`config.mk`:
```
export PLATFORM = sky130hd
export DESIGN_NAME = xml_tag_content_extractor
export DESIGN_NICKNAME = d
export VERILOG_FILES = /design/src/hw/rtl/xtce_pkg.sv /design/src/hw/rtl/xtce_window.sv /design/src/hw/rtl/xtce_fifo.sv /design/src/hw/rtl/xml_tag_content_extractor.sv
export SDC_FILE = /design/constraint.sdc
export NUM_CORES = 1
export LEC_CHECK = 0
export BUFFER_PORTS_ARGS = -buffer_cell sky130_fd_sc_hd__buf_2
export CAP_MARGIN = 20
export CORE_MARGIN = 4
export CORE_UTILIZATION = 35
export DETAILED_ROUTE_END_ITERATION = 16
export PLACE_DENSITY = 0.46
export SLEW_MARGIN = 10
export SYNTH_ARGS = -nofsm -noshare
export SYNTH_HDL_FRONTEND = slang
export SYNTH_SLANG_ARGS = --single-unit
```
`constraint.sdc`:
```
create_clock -name clk -period 7.5 [get_ports clk]
set_input_delay 0.375 -clock clk [delete_from_list [all_inputs] [get_ports clk]]
set_output_delay 0.375 -clock clk [all_outputs]
set_load 0.01 [all_outputs]
```
`src/hw/rtl/xtce_pkg.sv`:
```
// ----------------------------------------------------------------------------
// xtce_pkg: shared types and constants of the XML tag content extractor
// Tag window geometry, result kinds, phase codes, register indexes, and the
// tag name byte lookup.
// ----------------------------------------------------------------------------
package xtce_pkg;

  localparam int MAX_TAG_LEN = 16;
  localparam int WIN_DEPTH   = MAX_TAG_LEN + 3;
  localparam int LEN_W       = 5;
  localparam int IDX_W       = $clog2(WIN_DEPTH);
  localparam int CHARS_W     = 64;

  // output queue
  localparam int FIFO_DEPTH = 4;
  localparam int FIFO_PTR_W = $clog2(FIFO_DEPTH);
  localparam int FIFO_CNT_W = FIFO_PTR_W + 1;

  // phase codes
  localparam logic [1:0] PH_SEEK    = 2'd0;
  localparam logic [1:0] PH_CONTENT = 2'd1;
  localparam logic [1:0] PH_DONE    = 2'd2;

  // result kinds
  localparam logic [1:0] KIND_CONTENT   = 2'd0;
  localparam logic [1:0] KIND_FOUND     = 2'd1;
  localparam logic [1:0] KIND_NOT_FOUND = 2'd2;

  // register indexes
  localparam logic [1:0] REG_TAG_CHARS_LOW  = 2'd0;
  localparam logic [1:0] REG_TAG_CHARS_HIGH = 2'd1;
  localparam logic [1:0] REG_TAG_LENGTH     = 2'd2;

  // markup characters
  localparam logic [7:0] CHAR_LT    = 8'h3C;
  localparam logic [7:0] CHAR_GT    = 8'h3E;
  localparam logic [7:0] CHAR_SLASH = 8'h2F;

  typedef struct packed {
    logic [CHARS_W-1:0] chars_low;
    logic [CHARS_W-1:0] chars_high;
    logic [LEN_W-1:0]   len;
  } tag_cfg_t;

  typedef struct packed {
    logic [7:0] data;
    logic [1:0] kind;
    logic       last;
  } result_t;

  // up to two result words per input word, first in order first
  typedef struct packed {
    logic [1:0] count;
    result_t    first;
    result_t    second;
  } push_t;

  function automatic logic [7:0] name_byte(tag_cfg_t c, logic [3:0] j);
    logic [2*CHARS_W-1:0] chars;
    chars = {c.chars_high, c.chars_low};
    return chars[{j, 3'b000} +: 8];
  endfunction

endpackage

```
`src/hw/rtl/xtce_window.sv`:
```
// ----------------------------------------------------------------------------
// xtce_window: tag window and phase tracking
// Shifts document bytes into a tag-length+3 window, matches opening and
// closing tags in parallel, and produces the result words of each byte.
// ----------------------------------------------------------------------------
module xtce_window (
  input  logic              clk,
  input  logic              rst,
  input  xtce_pkg::tag_cfg_t cfg,
  input  logic              step,
  input  logic [7:0]        in_byte,
  input  logic              in_last,
  output xtce_pkg::push_t   push
);
  import xtce_pkg::*;

  logic [7:0]           win_byte [WIN_DEPTH];
  logic [WIN_DEPTH-1:0] win_valid;
  logic [1:0]           phase;
  logic [1:0]           phase_next;

  logic [LEN_W-1:0]     eff_len;
  logic [IDX_W-1:0]     win_len;
  logic [IDX_W-1:0]     tap;
  logic [IDX_W-1:0]     pos_lt_open;
  logic [IDX_W-1:0]     pos_lt_close;

  logic [7:0]           shift_byte [WIN_DEPTH];
  logic [WIN_DEPTH-1:0] shift_valid;
  logic [WIN_DEPTH-1:0] lt_vec;
  logic [WIN_DEPTH-1:0] slash_vec;
  logic [MAX_TAG_LEN:1] name_ok;
  logic [LEN_W-1:0]     name_idx [1:MAX_TAG_LEN];

  logic gt_hit, open_hit, close_hit;
  logic emit_byte, emit_status, clear_win, shift_en;
  logic [1:0] status_kind;
  logic [1:0] phase_after;
  result_t    byte_res, status_res;

  assign eff_len      = (cfg.len > LEN_W'(MAX_TAG_LEN)) ? LEN_W'(MAX_TAG_LEN) : cfg.len;
  assign win_len      = IDX_W'(eff_len) + IDX_W'(3);
  assign tap          = IDX_W'(eff_len) + IDX_W'(2);
  assign pos_lt_open  = IDX_W'(eff_len) + IDX_W'(1);
  assign pos_lt_close = IDX_W'(eff_len) + IDX_W'(2);

  // shift the new byte in and drop taps past the current window length
  always_comb begin
    shift_byte[0]  = in_byte;
    shift_valid[0] = 1'b1;
    for (int k = 1; k < WIN_DEPTH; k++) begin
      shift_byte[k]  = win_byte[k-1];
      shift_valid[k] = (IDX_W'(k) < win_len) && win_valid[k-1];
    end
    for (int k = 0; k < WIN_DEPTH; k++) begin
      lt_vec[k]    = shift_valid[k] && (shift_byte[k] == CHAR_LT);
      slash_vec[k] = shift_valid[k] && (shift_byte[k] == CHAR_SLASH);
    end
  end

  // tap p holds name byte len-p
  always_comb begin
    for (int p = 1; p <= MAX_TAG_LEN; p++) begin
      name_idx[p] = eff_len - LEN_W'(p);
      name_ok[p]  = (LEN_W'(p) > eff_len) ||
                    (shift_valid[p] && (shift_byte[p] == name_byte(cfg, name_idx[p][3:0])));
    end
  end

  assign gt_hit    = shift_valid[0] && (shift_byte[0] == CHAR_GT) && (&name_ok);
  assign open_hit  = gt_hit && lt_vec[pos_lt_open];
  assign close_hit = gt_hit && slash_vec[pos_lt_open] && lt_vec[pos_lt_close];

  always_comb begin
    emit_byte   = (phase == PH_CONTENT) && win_valid[tap];
    emit_status = 1'b0;
    status_kind = KIND_NOT_FOUND;
    clear_win   = 1'b0;
    shift_en    = (phase != PH_DONE);
    phase_after = phase;

    case (phase)
      PH_SEEK: begin
        if (close_hit) begin
          emit_status = 1'b1;
          status_kind = KIND_NOT_FOUND;
          phase_after = PH_DONE;
        end else if (open_hit) begin
          clear_win   = 1'b1;
          phase_after = PH_CONTENT;
        end
      end
      PH_CONTENT: begin
        if (close_hit) begin
          emit_status = 1'b1;
          status_kind = KIND_FOUND;
          phase_after = PH_DONE;
        end
      end
      default: begin
        phase_after = phase;
      end
    endcase

    if (in_last && (phase_after != PH_DONE)) begin
      emit_status = 1'b1;
      status_kind = KIND_NOT_FOUND;
    end

    phase_next = phase_after;
    if (in_last) begin
      clear_win  = 1'b1;
      phase_next = PH_SEEK;
    end

    byte_res   = '{data: win_byte[tap], kind: KIND_CONTENT, last: 1'b0};
    status_res = '{data: 8'd0, kind: status_kind, last: 1'b1};

    push = '0;
    if (step) begin
      push.count = {1'b0, emit_byte} + {1'b0, emit_status};
      if (emit_byte) begin
        push.first  = byte_res;
        push.second = status_res;
      end else begin
        push.first  = status_res;
        push.second = status_res;
      end
    end
  end

  always_ff @(posedge clk) begin
    if (rst) begin
      win_valid <= '0;
      phase     <= PH_SEEK;
    end else if (step) begin
      phase <= phase_next;
      if (clear_win) begin
        win_valid <= '0;
      end else if (shift_en) begin
        win_valid <= shift_valid;
      end
    end
  end

  always_ff @(posedge clk) begin
    if (step && shift_en) begin
      win_byte <= shift_byte;
    end
  end

  a_last_restarts: assert property (@(posedge clk) disable iff (rst)
    (step && in_last) |=> (phase == PH_SEEK))
    else $error("phase did not return to seek after end of document");

  a_done_silent: assert property (@(posedge clk) disable iff (rst)
    (step && (phase == PH_DONE)) |-> (push.count == 2'd0))
    else $error("result produced after the document was settled");

endmodule

```
`src/hw/rtl/xtce_fifo.sv`:
```
// ----------------------------------------------------------------------------
// xtce_fifo: output word queue
// Takes up to two result words per cycle and hands one word per cycle to
// the output channel whenever it pops one.
// ----------------------------------------------------------------------------
module xtce_fifo (
  input  logic                          clk,
  input  logic                          rst,
  input  xtce_pkg::push_t               push,
  input  logic                          pop,
  output xtce_pkg::result_t             head,
  output logic                          not_empty,
  output logic [xtce_pkg::FIFO_CNT_W-1:0] count
);
  import xtce_pkg::*;

  result_t               mem [FIFO_DEPTH];
  logic [FIFO_PTR_W-1:0] rd_ptr;
  logic [FIFO_PTR_W-1:0] wr_ptr;
  logic [FIFO_PTR_W-1:0] wr_ptr_1;

  assign wr_ptr_1  = wr_ptr + FIFO_PTR_W'(1);
  assign head      = mem[rd_ptr];
  assign not_empty = (count != '0);

  always_ff @(posedge clk) begin
    if (push.count != 2'd0) begin
      mem[wr_ptr] <= push.first;
    end
    if (push.count == 2'd2) begin
      mem[wr_ptr_1] <= push.second;
    end
  end

  always_ff @(posedge clk) begin
    if (rst) begin
      rd_ptr <= '0;
      wr_ptr <= '0;
      count  <= '0;
    end else begin
      wr_ptr <= wr_ptr + FIFO_PTR_W'(push.count);
      if (pop) begin
        rd_ptr <= rd_ptr + FIFO_PTR_W'(1);
      end
      count <= count + FIFO_CNT_W'(push.count) - FIFO_CNT_W'(pop);
    end
  end

  a_no_overflow: assert property (@(posedge clk) disable iff (rst)
    count <= FIFO_CNT_W'(FIFO_DEPTH))
    else $error("output queue overflow");

endmodule

```
`src/hw/rtl/xml_tag_content_extractor.sv`:
```
// ----------------------------------------------------------------------------
// xml_tag_content_extractor: stream out the content of one XML element
// Results: each result word is written into the output queue as its byte
//   is accepted, and is offered on the output from the queue's head.
// Throughput: one byte per cycle; the tag window compare is fully parallel.
//   A byte can yield two words (content plus status), so the output queue
//   holds the input back while it cannot take two more words, which happens
//   only while the output side lags.
// Reset: synchronous; clears phase, window valid bits and queue, and sets
//   the tag name to empty bytes with length one.
// ----------------------------------------------------------------------------
module xml_tag_content_extractor (
  input  logic        clk,
  input  logic        rst,
  // configuration write port
  input  logic        cfg_write,
  input  logic [1:0]  cfg_index,
  input  logic [63:0] cfg_data,
  // document byte words
  input  logic        in_valid,
  output logic        in_stall,
  input  logic [7:0]  in_byte,
  input  logic        in_last,
  // result words
  output logic        out_valid,
  input  logic        out_stall,
  output logic [7:0]  out_byte,
  output logic [1:0]  out_kind,
  output logic        out_last
);
  import xtce_pkg::*;

  tag_cfg_t              cfg;
  push_t                 push;
  result_t               head;
  logic                  step;
  logic                  pop;
  logic                  not_empty;
  logic [FIFO_CNT_W-1:0] fifo_count;

  // Tag registers, taken directly: write them only while the block is idle,
  // which the block does not enforce. The new name is used from the next byte.
  always_ff @(posedge clk) begin
    if (rst) begin
      cfg.chars_low  <= '0;
      cfg.chars_high <= '0;
      cfg.len        <= LEN_W'(1);
    end else if (cfg_write) begin
      case (cfg_index)
        REG_TAG_CHARS_LOW:  cfg.chars_low  <= cfg_data;
        REG_TAG_CHARS_HIGH: cfg.chars_high <= cfg_data;
        REG_TAG_LENGTH:     cfg.len        <= cfg_data[LEN_W-1:0];
        default:            cfg.len        <= cfg.len;
      endcase
    end
  end

  // Hold the input whenever the queue cannot absorb the worst case of two
  // words from the next byte.
  assign in_stall = (fifo_count > FIFO_CNT_W'(FIFO_DEPTH - 2));
  assign step     = in_valid && !in_stall;

  // Window, tag match and phase: all of one byte's work is done as it is accepted.
  xtce_window u_window (
    .clk     (clk),
    .rst     (rst),
    .cfg     (cfg),
    .step    (step),
    .in_byte (in_byte),
    .in_last (in_last),
    .push    (push)
  );

  // Output queue doubles as the result register and decouples the sides.
  xtce_fifo u_fifo (
    .clk       (clk),
    .rst       (rst),
    .push      (push),
    .pop       (pop),
    .head      (head),
    .not_empty (not_empty),
    .count     (fifo_count)
  );

  assign out_valid = not_empty;
  assign pop       = out_valid && !out_stall;
  assign out_byte  = head.data;
  assign out_kind  = head.kind;
  assign out_last  = head.last;

  a_status_shape: assert property (@(posedge clk) disable iff (rst)
    (out_valid && (out_kind != KIND_CONTENT)) |-> ((out_byte == 8'd0) && out_last))
    else $error("status word carries data or lacks the end mark");

endmodule

```
=== Yosys cells after proc, flatten, opt, wreduce, memory -nomap -nowiden ===
Memory sizes are Yosys's and may differ from the RTL's. A register that Yosys moved wholly into a read port is not among the register bits.
Index checks and enable logic that the tools add are counted.

* Register bits after elaboration: 313
* Memory bits (writable): 44
* Bits of input ports: 80
* Output and inout port bits: 13
* Logic and storage cells: 315
* Memories kept: 1

{| class="wikitable"
|+ Memory list
! name !! words !! bits a word !! read ports !! clocked after memory_dff !! write ports !! line !! source
|-
| u_fifo.mem || 4 || 11 || 1 || 1 || 2 || xtce_fifo.sv:17 || <nowiki>result_t mem [FIFO_DEPTH];</nowiki>
|}

* Add/sub/neg operators: 25
* Order comparisons: 39
* Equality and inequality tests: 61
* Shift-type cells: 16
* Muxes and demuxes: 37
* Bitwise gates (word level): 1
* Reductions and logical operators: 108

{| class="wikitable"
|+ Operators with widths
! operator !! count
|-
| indexed part select 128 x 8 -> 8 bit || 16
|-
| == test 8 x 6 -> 1 bit (second input constant) || 39
|-
| == test 8 bit || 16
|-
| logical AND 1 bit || 79
|-
| binary-select mux 8 bit (select 5 bit) || 1
|-
| > comparator 4 x 5 -> 1 bit (first input constant) || 8
|-
| < comparator 4 x 5 -> 1 bit (first input constant) || 8
|-
| two-way mux 19 bit || 2
|-
| subtractor 4 bit (second input constant) || 8
|-
| two-way mux 24 bit || 1
|-
| two-way mux 22 bit || 1
|-
| binary-select mux 1 bit (select 5 bit) || 4
|-
| > comparator 3 x 5 -> 1 bit (first input constant) || 4
|-
| < comparator 3 x 5 -> 1 bit (first input constant) || 4
|-
| two-way mux 2 bit || 9
|-
| logical OR 1 bit || 16
|-
| two-way mux 8 bit || 2
|-
| AND reduction 16 bit || 1
|-
| subtractor 4 x 3 -> 4 bit (second input constant) || 4
|-
| < comparator 5 bit (first input constant) || 3
|-
| two-way mux 1 bit || 15
|-
| < comparator 5 x 6 -> 1 bit (second input constant) || 2
|-
| adder 5 x 2 -> 5 bit (second input constant) || 2
|-
| > comparator 2 x 5 -> 1 bit (first input constant) || 2
|-
| 27 further kinds || 40
|}

=== Logic depth before layout (Yosys ltp) ===
Gate-level depths: netlist of run 1.

* Depth in word-level cells: 21
* Gate-level depth with buffers: 35
* Mapped depth without buffers: 23

=== By module ===
From an unflattened synthesis of run 1, not the netlist that was laid out.

* Cell total of the unflattened synthesis: 3194
* Area, all modules: 30735.7 um^2

{| class="wikitable"
|+ By module, submodules not included
! module !! times used !! cells each !! area each (um^2)
|-
| xtce_window || 1 || 2531 || 22580.4
|-
| xml_tag_content_extractor || 1 || 511 || 5476.5
|-
| xtce_fifo || 1 || 152 || 2678.8
|}

=== Least setup slack after synthesis of run 1 ===
OpenSTA, ideal clock, no wires.

* Kind: register to register
* From: register cfg[4] (netlist name)
* To: register u_fifo.count[2] (netlist bit)
* Data arrival time: 6.623 ns
* Slack: 0.749 ns
* Cell stages (with the launch flop): 34
* Period minus slack after synthesis: 6.751 ns
* Cells stage by stage: dfxtp_1 > nor2b_2 > buf_6 > inv_4 > buf_6 > buf_4 > buf_4 > buf_4 > buf_4 > buf_2 > buf_1 > ha_1 > buf_2 > buf_2 > buf_1 > mux2i_1 > mux2i_1 > mux4_2 > xor2_1 > nor3_1 > nand4_1 > o31ai_1 > nand4b_1 > nor4_2 > a21o_1 > ha_1 > nand2_1 > ha_1 > inv_1 > ha_1 > fa_1 > xor2_1 > xnor2_1 > nor2_1

* Cells in the longest elaborated chain, start to end: 20
* Elaborated cells between the ends (all ways): 200
* Those cells by class: 22 x add/sub; 35 x order compare; 17 x eq/ne; 16 x shift; 17 x mux; 93 x reduce/logical

{| class="wikitable"
|+ Ends and longest elaborated chain
! item !! line !! source
|-
| > comparator 5 bit || xtce_window.sv:41 || <nowiki>assign eff_len = (cfg.len > LEN_W'(MAX_TAG_LEN)) ? LEN_W'(MAX_TAG_LEN) : cfg.len;</nowiki>
|-
| two-way mux 5 bit * || xtce_window.sv:41 ||
|-
| subtractor 4 x 1 -> 4 bit, or another cell as far along || xtce_window.sv:64 || <nowiki>name_idx[p] = eff_len - LEN_W'(p);</nowiki>
|-
| indexed part select 128 x 8 -> 8 bit, or another cell as far along || xtce_pkg.sv:61 || <nowiki>return chars[{j, 3'b000} +: 8];</nowiki>
|-
| == test 8 bit or logical AND 1 bit (tied branches) || xtce_window.sv:66, xtce_window.sv:53 ||
|-
| logical AND 1 bit || xtce_window.sv:66 || <nowiki>(shift_valid[p] && (shift_byte[p] == name_byte(cfg, name_idx[p][3:0])));</nowiki>
|-
| logical OR 1 bit || xtce_window.sv:65 || <nowiki>name_ok[p] = (LEN_W'(p) > eff_len) ||</nowiki>
|-
| AND reduction 16 bit || xtce_window.sv:70 || <nowiki>assign gt_hit = shift_valid[0] && (shift_byte[0] == CHAR_GT) && (&name_ok);</nowiki>
|-
| [4 not listed] || - ||
|-
| one-hot mux 2 bit (2 select lines) || xtce_window.sv:82 || <nowiki>case (phase)</nowiki>
|-
| inequality test 2 bit || xtce_window.sv:105 || <nowiki>if (in_last && (phase_after != PH_DONE)) begin</nowiki>
|-
| logical AND 1 bit || xtce_window.sv:105 ||
|-
| two-way mux 1 bit || xtce_window.sv:105 ||
|-
| adder 1 x 1 -> 2 bit * || xtce_window.sv:121 || <nowiki>push.count = {1'b0, emit_byte} + {1'b0, emit_status};</nowiki>
|-
| two-way mux 24 bit * || xtce_window.sv:120 || <nowiki>if (step) begin</nowiki>
|-
| adder 3 x 2 -> 3 bit * || xtce_fifo.sv:45 || <nowiki>count <= count + FIFO_CNT_W'(push.count) - FIFO_CNT_W'(pop);</nowiki>
|-
| subtractor 3 x 1 -> 3 bit * || xtce_fifo.sv:45 ||
|-
| to (signal assigned) || xtce_fifo.sv:45 ||
|-
| to (decl) || xtce_fifo.sv:13 || <nowiki>output logic [xtce_pkg::FIFO_CNT_W-1:0] count</nowiki>
|}

Every way passes the cells marked *; elsewhere a longest branch is shown, timed or not. The select of a mux whose other input is x is not followed.
A chain may end at the register's enable or synchronous reset.

==> reports/results.ini, run 1 <==
[worst_setup_path]
critPathMaxStageDelay_ns=0.67
r2r_start=cfg[0]
crit_slowest_cell=buf_12
crit_arrival_ns=7.29
crit_fanout=124
critPathLaunchType=register
path_class=register to register
cp_cell_sequence=nor2b_4 > buf_12 > mux2i_1 > mux4_2 > a222oi_1 > xor2_1 > a2111oi_0 > a31oi_1 > a21oi_2 > nand4_2 > nor4_2 > a21o_1 > ha_1 > buf_4 > nor2_1 > nor3b_1 > o21ai_1 > inv_1
required_ns=7.80
r2r_end=u_fifo.mem[2][1]
reg2regPathDepth=18
worst-r2r-setup-slack_ns=0.51
endpoint_kind=register

[timing]
tightest_slew_ns=1.21
post-route-period-util_pct=93.2
timing.final.ws_setup_ns=0.513
slew_viol_final=0
rsz0062_at_grt=no
hold_viol_final=0
fin_setup_tns_ns=0
period_minus_slack_ns=6.99
clock_skew_ns=0.0374
slew_headroom_pct=18.2
max_freq_mhz=143
setup_viol=0

[floorplan]
num_rows=106
die_y_um=299
initial_core_util_pct=35.4
dieArea_um2=89600
die_w_um=299
pin_count=93
core_um2=84000

[cts]
cts_setup_buffers=0
clk_path_buf_depth=3
clock_latency_ns=0.62
cts_root_buffer=clkbuf_16
numCtsBuffers=42
ctsHtreeMaxLevel=2
cts_tree=done
clock_sinks=359
clk_pin_slew_ns=0.06
post_cts_resized=0

[global_route]
antenna_found_initial=12
overflow=0
grt_pass1_vias=29800
grt_use_total_pct=40.6
grt_max_degree=125
grt_first_pass_wirelength_um=255000

[synthesis]
ys.flop_type=dfxtp_1
ys_async_sr_fraction_pct=0
ys_seq_area_share_pct=29.7
syn_area_um2=29700
synth.top_cell.area_share_pct=16.6
synth_area_per_cell_um2=8.68
ys_types=118
yosysWarnings=0
netlist_top_cells_area=edfxtp_1 (17%), dfxtp_1 (13%), mux2i_1 (9.6%)
synth_edf_count=164
synthCells=3423
synth.ff_latch_count=359
synth_area_leader_cell=edfxtp_1
synthesis.nets=3515

[place]
pre_cts_slack_ns=0.752
gp_congestion=1.04
hpwl_um=145000
port_buffers=92

[finish]
fill_cells=8535
final_common_cell=nand2_1
layout_common_cells=nand2_1 (494), mux2i_1 (284), a21oi_1 (238), dfxtp_1 (190), o21ai_0 (181)
layout.nets=3523
layout-drive-gt1-share_pct=16.3
syn_to_final_growth_pct=11.0

[power]
power_density_nw_per_um2=212
power_leakage_nw=12.0
finalPower_mw=6.99
vdd_ir_drop_max_uv=157

[worst_hold_path]
holdCritPathClass=primary input to register
min_from=cfg_data[38]
hold_end=cfg[43]
whs_path_depth=3

[detailed_routing]
wire_per_inst_um=41.0
drt_iter0_drc=4869
vias_per_cell=6.94
ant_nets=0
drc=0
via_count=32000
first_pass_iters=8
drt_wl_total_um=189000

[run_status]
status=completed

[run]
cap_viol_max_count=0

-- per-stage QoR --
| step | cells | area, um^2 | util [%] | hold slack [ns] |
|---|---|---|---|---|
| after CTS | 4597 | 32900 | 39.2 | 0.00168 |
| after detailed placement | 4513 | 31500 | 37.5 | 0.443 |
| after global placement | 4511 | 31500 | 37.5 | 0.430 |
| after global routing | 4600 | 33000 | 39.3 | 0.0144 |
| final | 4608 | 33000 | 39.3 | 0.0227 |
| after floorplan | 3423 | 29700 | - | 0.420 |
-- cell type report --
cell class	instances	area [um^2]	share of cell area (%)
multi-input combinational	2716	19200	58.3
sequential	359	8840	26.8
timing repair buffer	262	1880	5.69
tap	1134	1420	4.30
clock buffer	54	1100	3.33
clock inverter	23	285	0.865
inverter	50	199	0.603
antenna	10	25.0	0.0759
-- power breakdown --
group	switching, mW	total [mW]	internal, mW
combinational	1.20	1.88	0.673
clock	0.891	2.11	1.22
sequential	0.628	3.00	2.37
-- Yosys cell counts (20+ instances only) --
library cell / n
a211oi_1: 63
a21oi_1: 239
a221oi_1: 27
a22oi_1: 43
a31oi_1: 38
a32o_1: 21
and2_1: 32
and3_1: 20
and3b_1: 22
buf_1: 25
buf_2: 100
buf_4: 34
buf_6: 21
clkbuf_1: 118
dfxtp_1: 195
edfxtp_1: 164
inv_1: 46
mux2_2: 66
mux2i_1: 284
mux4_2: 77
nand2_1: 494
nand2b_1: 28
nand3_1: 78
nand4_1: 49
nor2_1: 171
nor2b_1: 24
nor3_1: 67
nor4_1: 26
o211ai_1: 34
o21a_1: 24
o21ai_0: 182
o221ai_1: 27
o22ai_1: 61
o31ai_1: 20
xnor2_1: 72
xor2_1: 59
-- cells by family (layout without fill, tap and decap cells) --
kind of cell | after synthesis | in the layout | synth area share, %
xor+xnor | 133 | 133 | 4.05
compound gates | 981 | 981 | 22.3
flops | 359 | 359 | 29.7
buf+inv | 348 | 389 | 5.78
other cells | 0 | 10 | 0
simple gates | 1158 | 1158 | 19.5
fa+ha+maj | 12 | 12 | 0.530
mux | 432 | 432 | 18.2
-- routing by layer --
layer  GRT usage [%]  wire, um  share of wire (%)
met4            27.0     16300                8.6
met3            9.21     19700                 10
met5               0         9             0.0048
met1            51.5     71900                 38
met2            61.9     81100                 43
-- how the worst max path moves through the flow --
stage          startpoint  slack (ns)  cells past startpoint               end
2_1_floorplan      cfg[4]        0.75                     33   u_fifo.count[2]
3_5_place_dp       cfg[0]        0.75                     18  u_fifo.mem[2][2]
5_1_grt            cfg[0]        0.25                     18  u_fifo.mem[2][1]
3_3_place_gp       cfg[0]        0.67                     21   u_fifo.count[2]
4_1_cts            cfg[0]        0.73                     18  u_fifo.mem[2][1]
6_report           cfg[0]        0.51                     18  u_fifo.mem[2][1]
-- repair_timing --
item / CTS / global route
hold endpoints to repair: 7 / 0
setup endpoints to repair: 0 / 0
hold buffers: 7 / 0
-- worst max-delay path, delay by kind of cell, from the launching register on --
family                   cells  cell delay [ns]
AND/OR/NAND/NOR              5             1.12
multiplexers                 2             1.16
adder cells (fa/ha/maj)      1             0.25
AO/OA/AOI/OAI                6             2.23
buffers and inverters        3             1.03
flip-flops                   1             0.57
XOR/XNOR                     1             0.19
-- sequential cells by signal, summed over array words and instances, names as in the netlist, named ones only --
signal,flops
u_window.shift_byte,144
cfg,133
u_fifo.mem,44
u_window.win_valid,19
u_window.win_byte,8
u_fifo.count,3
u_fifo.rd_ptr,2
u_fifo.wr_ptr,2
u_window.phase,2
Note: power is estimated with default switching activity, not from simulation.
==> inputs of run 2 (changes only) <==
RECOVER_POWER = 25   (was unset)
==> run 2 against run 1 <==
Against the previous run: sequential share of layout area is essentially flat; clock skew about the same; clock power is essentially flat; register-to-register slack barely moved; sequential cell count unchanged; combinational power about the same; setup slack got worse by 0.0014 ns; power hardly changed; largest cell class unchanged.
==> reports/results.ini, run 2 (same netlist as run 1, synthesis figures left out) <==
[run_status]
status=completed

[detailed_routing]
first_pass_iters=7
drt_iter0_drc=4856
wire_per_inst_um=41.0
drc=0
ant_nets=0
vias_per_cell=6.90
via_count=31800
drt_wl_total_um=189000

[power]
power_leakage_nw=12.0
power_density_nw_per_um2=212
vdd_ir_drop_max_uv=157

[timing]
fin_setup_tns_ns=0
hold_viol_final=0
post-route-period-util_pct=93.2
clock_skew_ns=0.0373
rsz0062_at_grt=no
max_freq_mhz=143
holdWs_ns=0.0226
period_minus_slack_ns=6.99
slew_headroom_pct=15.9
tightest_slew_ns=1.26
setup_viol=0
slew_viol_final=0

[global_route]
antenna_found_initial=12
grt_pass1_vias=29800
grt_use_total_pct=40.6
grt_first_pass_wirelength_um=255000
overflow=0
grt_max_degree=125

[cts]
clock_sinks=359
clock_latency_ns=0.62
numCtsBuffers=42
clk_pin_slew_ns=0.06
cts_tree=done
clk_path_buf_depth=3
cts_root_buffer=clkbuf_16
hold_buffers=7
post_cts_resized=0
cts_setup_buffers=0
ctsHtreeMaxLevel=2

[run]
cap_viol_max_count=0

[floorplan]
die_w_um=299
pin_count=93
dieArea_um2=89600
initial_core_util_pct=35.4
core_um2=84000
num_rows=106
die_y_um=299

[worst_setup_path]
crit_fanout=124
reg2regPathDepth=18
crit_arrival_ns=7.29
endpoint_kind=register
required_ns=7.80
path_class=register to register
critPathLaunchType=register

[worst_hold_path]
whs_path_depth=3
holdCritPathClass=primary input to register

[finish]
stdcell_count=4608
syn_to_final_growth_pct=10.9
layout-drive-gt1-share_pct=16.1
multi_input_area_um2=19200
largest_reg_flops=144
layout_common_cells=nand2_1 (494), mux2i_1 (284), a21oi_1 (238), dfxtp_1 (190), o21ai_0 (181)
seq_area_um2=8840
fill_cells=8537
layout.nets=3523
final_common_cell=nand2_1

[place]
hpwl_um=145000
port_buffers=92
gp_congestion=1.04
dpl.cell_count=4513

-- run 2: cell types whose count changed in the layout (fill, tap and decap cells not counted) --
cell      delta
clkbuf_1     +8
buf_2        -6
buf_4        -2
-- run 2: path summary, 6_finish.rpt --
| path | start | end | slack (ns) |
|---|---|---|---|
| setup / recovery | cfg[0] | u_fifo.mem[2][1] | 0.51 |
| hold / removal | cfg_data[38] | cfg[43] | 0.02 |
| setup reg to reg | cfg[0] | u_fifo.mem[2][1] | 0.51 |
| hold reg to reg | u_fifo.mem[3][5] | u_fifo.mem[3][5] | 0.45 |
-- run 2: critical path: stages, from the launching register on --
cell and delay (ns):
dfxtp_4 0.57, nor2b_4 0.30, buf_12 0.66, mux2i_1 0.57, mux4_2 0.59, a222oi_1 0.40, xor2_1 0.18, a2111oi_0 0.43
a31oi_1 0.40, a21oi_2 0.26, nand4_2 0.25, nor4_2 0.36, a21o_1 0.15, ha_1 0.25, buf_4 0.15, nor2_1 0.14
nor3b_1 0.08, o21ai_1 0.60, inv_1 0.21
-- run 2: report_power, final --
| part | total [mW] | internal [mW] | leakage [nW] | switching (mW) |
|---|---|---|---|---|
| clock | 2.11 | 1.22 | 0.676 | 0.894 |
| sequential | 3.00 | 2.37 | 3.16 | 0.626 |
| combinational | 1.87 | 0.671 | 8.15 | 1.20 |
| total | 6.98 | 4.26 | 12.0 | 2.72 |
-- run 2: layer usage --
layer,global-route usage (%),vias up,routed length [um]
met3,9.21,570,19200
met4,27.0,2,16200
met1,51.5,15800,72500
li1,-,13000,-
met2,61.9,2380,81100
met5,0,-,9
-- run 2: through the flow --
| step | instance area (um^2) | total power, mW | setup WS, ns | util, % |
|---|---|---|---|---|
| finish | 33000 | 6.98 | 0.511 | 39.3 |
| global route | 32900 | 7.14 | 0.253 | 39.2 |
| global placement | 31500 | 4.80 | 0.670 | 37.5 |
| floorplan | 29700 | 3.81 | 0.749 | - |
| detailed placement | 31500 | 4.80 | 0.752 | 37.5 |
| CTS | 32900 | 6.91 | 0.729 | 39.2 |
-- run 2: cell type report --
cell class                 instances  area share (%)
clock buffer                      54            3.34
timing repair buffer             262            5.65
clock inverter                    23           0.865
tap                             1134            4.30
sequential                       359            26.8
multi-input combinational       2716            58.3
inverter                          50           0.603
antenna                           10          0.0759
